### src/rtl/edge_interval_capture_macros.svh
// assertion macros shared by the edge interval capture rtl
// no dependencies; included inside module bodies
`ifndef EDGE_INTERVAL_CAPTURE_MACROS_SVH
`define EDGE_INTERVAL_CAPTURE_MACROS_SVH

// same-cycle implication, disabled while in reset
`define EIC_ASSERT_NOW(label, clock, resetn, ante, cons) \
  label: assert property (@(posedge clock) disable iff (!resetn) (ante) |-> (cons)) \
    else $error("edge_interval_capture: same-cycle check failed");

// next-cycle implication, disabled while in reset
`define EIC_ASSERT_NXT(label, clock, resetn, ante, cons) \
  label: assert property (@(posedge clock) disable iff (!resetn) (ante) |=> (cons)) \
    else $error("edge_interval_capture: next-cycle check failed");

`endif

### src/rtl/eic_pkg.sv
// types and codes for the edge interval capture block
// no dependencies
package eic_pkg;

  localparam int OP_W   = 2;
  localparam int CH_W   = 3;
  localparam int MODE_W = 3;
  localparam int ST_W   = 2;
  localparam int DATA_W = 32;
  localparam int CFG_W  = 24;

  typedef logic [OP_W-1:0]   op_t;
  typedef logic [MODE_W-1:0] mode_t;
  typedef logic [ST_W-1:0]   status_t;

  localparam op_t OP_ARM  = 2'd0;
  localparam op_t OP_EDGE = 2'd1;
  localparam op_t OP_READ = 2'd2;

  localparam mode_t MODE_RISE_RISE = 3'd0;
  localparam mode_t MODE_FALL_FALL = 3'd1;
  localparam mode_t MODE_ANY_EDGE  = 3'd2;
  localparam mode_t MODE_HIGH_TIME = 3'd3;
  localparam mode_t MODE_LOW_TIME  = 3'd4;

  localparam status_t ST_OK       = 2'd0;
  localparam status_t ST_IGNORED  = 2'd1;
  localparam status_t ST_RESERVED = 2'd2;

  // control part of a request held in the input register
  typedef struct packed {
    op_t             op;
    logic [CH_W-1:0] ch;
    logic            level;
  } req_t;

endpackage

### src/rtl/edge_interval_capture.sv
// edge interval capture top level: per-channel edge timing state and handshakes
// depends on eic_pkg and edge_interval_capture_macros.svh

// Multi-channel input capture timer. Each request arms a channel, reports an
// edge with the pin level after it, or reads the channel's period, high time
// or low time as picked by its three mode bits in cfg_wdata. One request is
// taken every clock cycle unless in_stall is high; a taken request passes
// through the input register, then the result register, to the outputs.
// The whole update of the addressed channel - one or two timestamp subtractions
// and the register writes - is done in one pass between the two registers, so
// each request sees the state left by the one before it. in_stall is only
// raised while a held result is stalled and the input register is full.
// Time state is kept at the narrower of TIME_BITS and 32 bits and wraps.
module edge_interval_capture #(
  parameter int CHANNELS  = 8,
  parameter int TIME_BITS = 32
) (
  input  logic                             clk,
  input  logic                             rst_n,
  input  logic                             cfg_we,
  input  logic [eic_pkg::CFG_W-1:0]        cfg_wdata,
  input  logic                             in_valid,
  output logic                             in_stall,
  input  logic [eic_pkg::OP_W-1:0]         in_operation,
  input  logic [eic_pkg::CH_W-1:0]         in_channel,
  input  logic                             in_pin_level,
  input  logic [eic_pkg::DATA_W-1:0]       in_now_us,
  output logic                             out_valid,
  input  logic                             out_stall,
  output logic signed [eic_pkg::DATA_W-1:0] out_measured_value,
  output logic [eic_pkg::DATA_W-1:0]       out_edge_count,
  output logic [eic_pkg::ST_W-1:0]         out_status
);
  import eic_pkg::*;
  `include "edge_interval_capture_macros.svh"

  localparam int TW    = (TIME_BITS < DATA_W) ? TIME_BITS : DATA_W;
  localparam int IDX_W = (CHANNELS > 1) ? $clog2(CHANNELS) : 1;

  // configuration
  logic [CFG_W-1:0] modes_r;

  // per-channel state
  logic              active_r    [CHANNELS];
  logic [TW-1:0]     last_edge_r [CHANNELS];
  logic [TW-1:0]     last_rise_r [CHANNELS];
  logic [TW-1:0]     last_fall_r [CHANNELS];
  logic [TW-1:0]     period_r    [CHANNELS];
  logic [TW-1:0]     high_r      [CHANNELS];
  logic [TW-1:0]     low_r       [CHANNELS];
  logic [DATA_W-1:0] edges_r     [CHANNELS];

  // input register
  logic          s1_valid_r;
  req_t          s1_req_r;
  logic [TW-1:0] s1_now_r;

  // result register
  logic              out_valid_r;
  logic [DATA_W-1:0] out_value_r;
  logic [DATA_W-1:0] out_count_r;
  status_t           out_status_r;

  logic s1_adv;
  logic in_take;

  logic [IDX_W-1:0] idx;
  logic             ch_ok;
  mode_t            mode;
  logic             wr_en;

  logic              active_nxt;
  logic [TW-1:0]     last_edge_nxt;
  logic [TW-1:0]     last_rise_nxt;
  logic [TW-1:0]     last_fall_nxt;
  logic [TW-1:0]     period_nxt;
  logic [TW-1:0]     high_nxt;
  logic [TW-1:0]     low_nxt;
  logic [DATA_W-1:0] edges_nxt;

  logic [TW-1:0]     res_value;
  logic [DATA_W-1:0] res_count;
  status_t           res_status;

  assign s1_adv   = s1_valid_r && (!out_valid_r || !out_stall);
  assign in_stall = s1_valid_r && !s1_adv;
  assign in_take  = in_valid && !in_stall;

  assign idx   = IDX_W'(s1_req_r.ch);
  assign ch_ok = ({1'b0, s1_req_r.ch} < (CH_W + 1)'(CHANNELS < 8 ? CHANNELS : 8));
  assign mode  = modes_r[3 * s1_req_r.ch +: MODE_W];

  always_comb begin
    active_nxt    = active_r[idx];
    last_edge_nxt = last_edge_r[idx];
    last_rise_nxt = last_rise_r[idx];
    last_fall_nxt = last_fall_r[idx];
    period_nxt    = period_r[idx];
    high_nxt      = high_r[idx];
    low_nxt       = low_r[idx];
    edges_nxt     = edges_r[idx];
    res_value     = '0;
    res_count     = edges_r[idx];
    res_status    = ST_IGNORED;
    wr_en         = 1'b0;
    if (!ch_ok) begin
      res_count = '0;
    end else begin
      unique case (s1_req_r.op)
        OP_ARM: begin
          wr_en         = 1'b1;
          active_nxt    = 1'b1;
          edges_nxt     = '0;
          last_edge_nxt = s1_now_r;
          last_rise_nxt = s1_now_r;
          last_fall_nxt = s1_now_r;
          res_count     = '0;
          res_status    = ST_OK;
        end
        OP_EDGE: begin
          if (!active_r[idx]) begin
            res_status = ST_IGNORED;
          end else if (mode > MODE_LOW_TIME) begin
            res_status = ST_RESERVED;
          end else if ((mode == MODE_RISE_RISE && !s1_req_r.level) ||
                       (mode == MODE_FALL_FALL && s1_req_r.level)) begin
            res_status = ST_IGNORED;
          end else begin
            wr_en         = 1'b1;
            res_status    = ST_OK;
            period_nxt    = s1_now_r - last_edge_r[idx];
            last_edge_nxt = s1_now_r;
            // duty modes also stamp the level change and count it
            if (mode >= MODE_HIGH_TIME) begin
              if (s1_req_r.level) begin
                last_rise_nxt = s1_now_r;
                low_nxt       = s1_now_r - last_fall_r[idx];
              end else begin
                last_fall_nxt = s1_now_r;
                high_nxt      = s1_now_r - last_rise_r[idx];
              end
              edges_nxt = edges_r[idx] + DATA_W'(1);
              res_count = edges_nxt;
            end
          end
        end
        OP_READ: begin
          res_status = ST_OK;
          if (mode <= MODE_ANY_EDGE) begin
            res_value = period_r[idx];
          end else if (mode == MODE_HIGH_TIME) begin
            res_value = high_r[idx];
          end else if (mode == MODE_LOW_TIME) begin
            res_value = low_r[idx];
          end else begin
            res_status = ST_RESERVED;
          end
        end
        default: begin
          res_status = ST_IGNORED;
        end
      endcase
    end
  end

  always_ff @(posedge clk) begin
    if (!rst_n) begin
      modes_r <= '0;
    end else if (cfg_we) begin
      modes_r <= cfg_wdata;
    end
  end

  always_ff @(posedge clk) begin
    if (!rst_n) begin
      s1_valid_r <= 1'b0;
    end else if (in_take) begin
      s1_valid_r <= 1'b1;
    end else if (s1_adv) begin
      s1_valid_r <= 1'b0;
    end
  end

  always_ff @(posedge clk) begin
    if (in_take) begin
      s1_req_r <= '{op: in_operation, ch: in_channel, level: in_pin_level};
      s1_now_r <= TW'(in_now_us);
    end
  end

  always_ff @(posedge clk) begin
    if (!rst_n) begin
      for (int i = 0; i < CHANNELS; i++) begin
        active_r[i]    <= 1'b0;
        last_edge_r[i] <= '0;
        last_rise_r[i] <= '0;
        last_fall_r[i] <= '0;
        period_r[i]    <= '0;
        high_r[i]      <= '0;
        low_r[i]       <= '0;
        edges_r[i]     <= '0;
      end
    end else if (s1_adv && wr_en) begin
      active_r[idx]    <= active_nxt;
      last_edge_r[idx] <= last_edge_nxt;
      last_rise_r[idx] <= last_rise_nxt;
      last_fall_r[idx] <= last_fall_nxt;
      period_r[idx]    <= period_nxt;
      high_r[idx]      <= high_nxt;
      low_r[idx]       <= low_nxt;
      edges_r[idx]     <= edges_nxt;
    end
  end

  always_ff @(posedge clk) begin
    if (!rst_n) begin
      out_valid_r <= 1'b0;
    end else if (s1_adv) begin
      out_valid_r <= 1'b1;
    end else if (!out_stall) begin
      out_valid_r <= 1'b0;
    end
  end

  always_ff @(posedge clk) begin
    if (s1_adv) begin
      out_value_r  <= DATA_W'(res_value);
      out_count_r  <= res_count;
      out_status_r <= res_status;
    end
  end

  assign out_valid          = out_valid_r;
  assign out_measured_value = signed'(out_value_r);
  assign out_edge_count     = out_count_r;
  assign out_status         = out_status_r;

  `EIC_ASSERT_NOW(a_stall_only_when_full, clk, rst_n, in_stall, s1_valid_r)
  `EIC_ASSERT_NXT(a_adv_fills_output, clk, rst_n, s1_adv, out_valid_r)
  `EIC_ASSERT_NXT(a_arm_activates, clk, rst_n,
    s1_adv && ch_ok && s1_req_r.op == OP_ARM, active_r[$past(idx)])
  `EIC_ASSERT_NOW(a_reserved_reads_zero, clk, rst_n,
    out_valid_r && out_status_r == ST_RESERVED, out_value_r == '0)

endmodule
### config.mk
export PLATFORM = sky130hd
export DESIGN_NAME = edge_interval_capture
export DESIGN_NICKNAME = d
export VERILOG_FILES = /design/src/rtl/eic_pkg.sv /design/src/rtl/edge_interval_capture.sv
export VERILOG_INCLUDE_DIRS = /design/src /design/src/rtl
export SDC_FILE = /design/constraint.sdc
export NUM_CORES = 2
export LEC_CHECK = 0
export ABC_CLOCK_PERIOD_IN_PS = 31900
export BUFFER_PORTS_ARGS = -buffer_cell sky130_fd_sc_hd__buf_4
export CAP_MARGIN = 30
export CORE_MARGIN = 8
export CORE_UTILIZATION = 29
export DETAILED_ROUTE_END_ITERATION = 6
export PLACE_DENSITY_LB_ADDON = 0.3
export SYNTH_ARGS = -nofsm -noshare
export SYNTH_HDL_FRONTEND = slang
export SYNTH_SLANG_ARGS = --single-unit
export TNS_END_PERCENT = 50
### constraint.sdc
create_clock -name clk -period 31.9 [get_ports clk]
set_input_delay 4.785 -clock clk [delete_from_list [all_inputs] [get_ports clk]]
set_output_delay 4.785 -clock clk [all_outputs]
set_load 0.05 [all_outputs]
; Word level (Yosys, flattened, before mapping)
; Memory sizes are Yosys's and may differ from the RTL's. A register that Yosys moved wholly into a read port is not among the register bits.
; Cells that the tools add are included.
[word_totals]
output_inout_bits = 68
input_bits = 67
ramBits = 1800
register_bits = 130
wordCells = 149
n_memories = 8
[op_classes]
shifts = 1
order_cmp = 3
mul = 1
n_reduce_logical = 24
add_sub_neg = 4
n_eq_ne = 6
muxes = 92
[memory_table]
columns = name, depth, word_bits, rd, rd_clocked_by_memory_dff, write_ports, line_no
row1 = edges_r, 8, 32, 1, 1, 8, edge_interval_capture.sv:51  ; logic [DATA_W-1:0] edges_r [CHANNELS];
row2 = high_r, 8, 32, 1, 1, 8, edge_interval_capture.sv:49  ; logic [TW-1:0] high_r [CHANNELS];
row3 = last_edge_r, 8, 32, 1, 1, 8, edge_interval_capture.sv:45  ; logic [TW-1:0] last_edge_r [CHANNELS];
row4 = last_fall_r, 8, 32, 1, 1, 8, edge_interval_capture.sv:47  ; logic [TW-1:0] last_fall_r [CHANNELS];
row5 = last_rise_r, 8, 32, 1, 1, 8, edge_interval_capture.sv:46  ; logic [TW-1:0] last_rise_r [CHANNELS];
row6 = low_r, 8, 32, 1, 1, 8, edge_interval_capture.sv:50  ; logic [TW-1:0] low_r [CHANNELS];
row7 = +2 memories, n/a, n/a, n/a, n/a, n/a, n/a
[op_table]
columns = op, n
row1 = 32-bit 2-to-1 mux, 43
row2 = 32-bit case mux with 2 select lines, 4
row3 = 32-bit OR reduction, 7
row4 = 32-bit subtractor, 3
row5 = 3-bit 2-to-1 mux, 16
row6 = "32-bit by 1-bit adder with 32-bit output, second input constant", 1
row7 = 24-bit by 6-bit indexed part select with 3-bit output, 1
row8 = 1-bit 2-to-1 mux, 22
row9 = 2-bit 2-to-1 mux, 5
row10 = 1-bit logical AND, 6
row11 = 2-bit case mux with 3 select lines, 1
row12 = 1-bit logical NOT, 5
row13 = "2-bit by 3-bit multiplier with 5-bit output, first input constant", 1
row14 = "3-bit by 1-bit equality test with 1-bit output, second input constant", 1
row15 = "3-bit by 2-bit equality test with 1-bit output, second input constant", 1
row16 = "3-bit equality test, second input constant", 1
row17 = "3-bit by 2-bit greater-or-equal comparator with 1-bit output, second input constant", 1
row18 = "3-bit greater-than comparator, second input constant", 1
row19 = "3-bit by 2-bit less-or-equal comparator with 1-bit output, second input constant", 1
row20 = 3-bit logical NOT, 1
row21 = "2-bit by 1-bit equality test with 1-bit output, second input constant", 1
row22 = "2-bit equality test, second input constant", 1
row23 = 2-bit logical NOT, 1
row24 = 1-bit logical OR, 2
row25 = 4 further kinds, 4

; Longest topological paths before layout
[depth]
ltp_word = 15
depth_mapped = 21
depth_no_buf = 14

; Worst setup path before layout
; Ideal clock, no wire load.
[synth_path]
path_kind = input port to flip-flop
startpoint = input port out_stall
endpoint = memory edges_r[1][0] (enable)
arrival_ps = 16373
required_time_ps = 31306
setup_time_ps = 594
path_slack_ps = 14933
path_buffers = 3
path_stages = 9
cell_sequence = a21boi_0 -> nand2_1 -> inv_1 -> nand4_1 -> or3_1 -> clkbuf_1 -> buf_2 -> buf_1 -> nand2_1
[synth_rtl]
columns = item, line_no
row1 = start: declaration, edge_interval_capture.sv:29  ; input logic out_stall,
row2 = end: declaration, edge_interval_capture.sv:51

; Worst setup path after layout
[layout_path]
startpoint = input port out_stall
endpoint = output port in_stall
[layout_between]
elab_chain_len = 5
[layout_rtl]
columns = item, line_no
row1 = 1-bit logical NOT, n/a
row2 = 1-bit logical OR, edge_interval_capture.sv:85  ; assign s1_adv = s1_valid_r && (!out_valid_r || !out_stall);
row3 = 1-bit logical AND, edge_interval_capture.sv:85
row4 = 1-bit logical NOT, edge_interval_capture.sv:86  ; assign in_stall = s1_valid_r && !s1_adv;
row5 = 1-bit logical AND, edge_interval_capture.sv:86
row6 = end: declaration, edge_interval_capture.sv:23  ; output logic in_stall,
; No other way between the ends.

==> results.txt <==
* Result of the run: complete, no violations
- In this run the core area contains 203 standard-cell rows.
* Mapped Nets: 6629
- Leak Pwr: 35.3 nW
* Most frequent standard cell in the layout excluding fill and tap cells: sky130_fd_sc_hd__edfxtp_1
* Portion of synthesized cell area occupied by the leading cell type: 63.8%
* Worst Max-Slew Pin Slew: 1.34 ns
- Avg Synthesized Cell Area: 13.8 sq um
* Detailed-router iteration count before antenna repair: 6
- Library cells used by synthesis: 76
* Initial antenna violation count: 10
- Summing the areas of all compound-gate instances in the mapped netlist gives 4.42% of the synthesized area.
- The H-tree was split into 4 levels.
- Arrival time worst endpoint: 5.32 ns
- Total power: 6.12 mW
- The synthesized design contains 1933 register bits.
- Horizontal die dimension: 571 microns
* Worst hold path type: flop to flop
- Once the floorplan was initialized, standard cells occupied 29.2% of the core.
- Chip Height: 571 microns
- After synthesis, the largest family of logic cells by area is multiplexers.
- Post-Syn Area: 89200 sq um
- Bufs on Longest Clock Path: 4
- Across every metal layer, demand over resource in global routing totals 16.7%.
- In this run the count of I/O pins placed on the die edge is 135.
* Worst hold path stage count: 2
- Between clock sinks in the finished design, the worst skew comes to 0.0973 ns.
* Length in cells of the worst reg-to-reg path: 16
- Commonest cells after routing, fill and taps aside: sky130_fd_sc_hd__edfxtp_1, sky130_fd_sc_hd__nor2_1, sky130_fd_sc_hd__mux4_2
- The die covers 326000 sq um.
- Synth warnings: 0
- Worst endpoint required time: 27.12 ns
* Vias in the first global route: 56593
- CP Max Fanout: 3
- The critical path is of the primary input to output pin type.
* Post-CTS clock slew at the launch and capture registers of the worst setup and hold paths: 0.06 ns
* Buffer count from post-CTS setup fixing: 0
- Count of pins over their slew limit: 0
- Critical Path Sink Type: output pin
- Ranked by total cell area, the synthesized netlist is headed by sky130_fd_sc_hd__edfxtp_1, sky130_fd_sc_hd__mux4_2, sky130_fd_sc_hd__nor2_1.
- Of the total synthesized cell area, the portion taken by XOR and XNOR cells is 1.07%.
- Count of flip-flops with a built-in enable after synthesis: 1896
- Static timing analysis puts the maximum clock frequency at 99.0 MHz.
- Of the available clock period, the critical path in the final layout requires 31.7%.
- Critical Path Start Type: primary input
* Post-Synth Adder-Cell Area: 1.47%
- Summing the areas of all and, or, nand and nor instances in the mapped netlist gives 11.0% of the synthesized area.
- Layout filler cell count: 30032
* Portion of netlist area occupied by mux cells: 14.9%
- Largest net degree at the start of global routing: 151
- Setup violations remaining at the end of the flow were counted as 0.
- Wires add up to 279000 microns.
* Clock root cell: sky130_fd_sc_hd__clkbuf_16
- VDD sags by at most 0.0452 mV.
- The largest total area in the synthesized netlist belongs to sky130_fd_sc_hd__edfxtp_1.
- Cells resized by post-CTS repair: 0
- Adding up every negative setup slack in the final design gives 0 ns.
- Quantity of hold-fixing buffers added after cts: 0
* Final #Nets: 6659
- Vias per inst: 5.16
* Routed vias: 55420
* Input/output buffers: 134
- Synthesis produced a netlist whose cell count is 6459.
- Sequential cell area: 57700 sq um
- Max-slew headroom: 10.4%
- Number of violations of the max-capacitance limit: 0
* Share of synthesized area occupied by flip-flops and latches: 64.7%
- In this run, the number of DRC markers left after iteration 0 of detailed routing was 6287.
- Most instantiated flip-flop cell in the synthesis netlist: sky130_fd_sc_hd__edfxtp_1
* Pwr dens: 60.3 nW/um^2
* Final global-route overflow total: 0
* Final Hold Violating Endpoints: 0
- Detailed-route DRC error count: 0
- Setup repair after global routing missed its margin: false
- CTS tree: built
* Global-route wire length before repair: 403000 microns
* Average detailed-routed wire length per instance: 26.0 microns
- The clock net in this run drives a total of 1933 sinks.
* Area of combinational cells with multiple inputs: 29500 sq um
- Area added between synthesis and finish: 13.7%
- Detailed placement ended at an HPWL of 160000 microns.
- Number of buffers added by the clock tree synthesis step: 206
- Placer congestion estimate: 0.832
- Fraction of final layout cells sized beyond drive strength 1: 17.4%
- Core footprint: 306000 sq um
- In this run the remaining antenna-violating nets after routing total 0.
- Post-synth ARST share: 0%
* Clk Latency, worst-skew pair: 0.90 ns
- The worst path needs 10.10 ns of the cycle, external delays included.
==> cells in the mapped netlist (all sizes together), types with 10 or more instances <==
cell type     n
a21o         33
o21ai       165
and2         25
o211ai       12
o31ai        10
nand2b       20
ha          100
edfxtp     1896
clkbuf      267
mux2i       229
nor2       1860
or3          14
buf         170
xnor2        64
nand2       295
a22oi        35
a31oi        22
xor2         45
nand4        14
nor4         12
o21bai       14
nor2b        37
mux2         75
and3         14
o22ai        67
inv         107
nor3         75
a211oi       14
a21oi       133
dfxtp        37
o21a         13
mux4        452
nand3        48
==> cells by family after synthesis <==
family	after synthesis
and+or+nand+nor	2441
DFF	1933
muxes	756
AOI/OAI and AO/OA	573
buffers and inverters	544
xor gates and xnor gates	109
adders and majority gates	103
==> metrics by stage <==
stage	cell area, sq um	worst slack (ns)	instances	hold slack, ns	util [%]
after floorplan	89200	14.93	6459	0.410	-
after global placement	94700	20.93	10360	0.429	31.0
after detailed placement	94800	20.77	10370	0.432	31.0
after CTS	101000	21.70	10731	0.440	33.1
after global routing	101000	21.76	10743	0.463	33.1
final	101000	21.80	10745	0.441	33.1
==> power by group <==
group | internal, mW | switching, mW | leakage [nW]
Combinational | 0.294 | 0.617 | 12.5
Sequential | 2.88 | 0.0431 | 19.8
Clock | 1.28 | 1.00 | 3.03
==> layout make-up <==
cell class                 instances  share of cell area (%)
sequential                      1933                    56.9
multi-input combinational       3982                    29.1
clock buffer                     263                    5.36
tap                             4100                    5.06
timing repair buffer             259                    2.36
clock inverter                    98                   0.799
inverter                         107                   0.396
antenna                            3                 0.00741
==> flip-flops by register name (all words and copies together) (netlist names), 24 cells and up, named ones only <==
signal and cells:
last_fall_r 256, last_rise_r 256, s1_now_r 32, period_r 256, last_edge_r 256, high_r 256
out_measured_value 32, edges_r 256, low_r 256, out_edge_count 32, modes_r 24
==> critical path, cell delays in order <==
cell and delay [ns]:
sky130_fd_sc_hd__buf_4 0.13, sky130_fd_sc_hd__and3_1 0.20, sky130_fd_sc_hd__buf_4 0.20
==> routing by layer <==
| layer | vias to the layer above | part of all wire, % | track usage (%) |
|---|---|---|---|
| met1 | 29022 | 43 | 23.4 |
| met2 | 2133 | 47 | 27.1 |
| met3 | 308 | 7.3 | 2.54 |
| met4 | 2 | 2.5 | 4.36 |
| li1 | 23955 | - | - |
| met5 | - | 0.0047 | 0 |
==> final timing paths <==
check,startpoint,to,slack (ns)
max reg2reg,flop,period_r[4][23],23.30
min reg2reg,active_r[5],active_r[5],0.44
min,active_r[5],active_r[5],0.44
max,out_stall,in_stall,21.80
No activity file was read; power rests on OpenSTA's default activity.
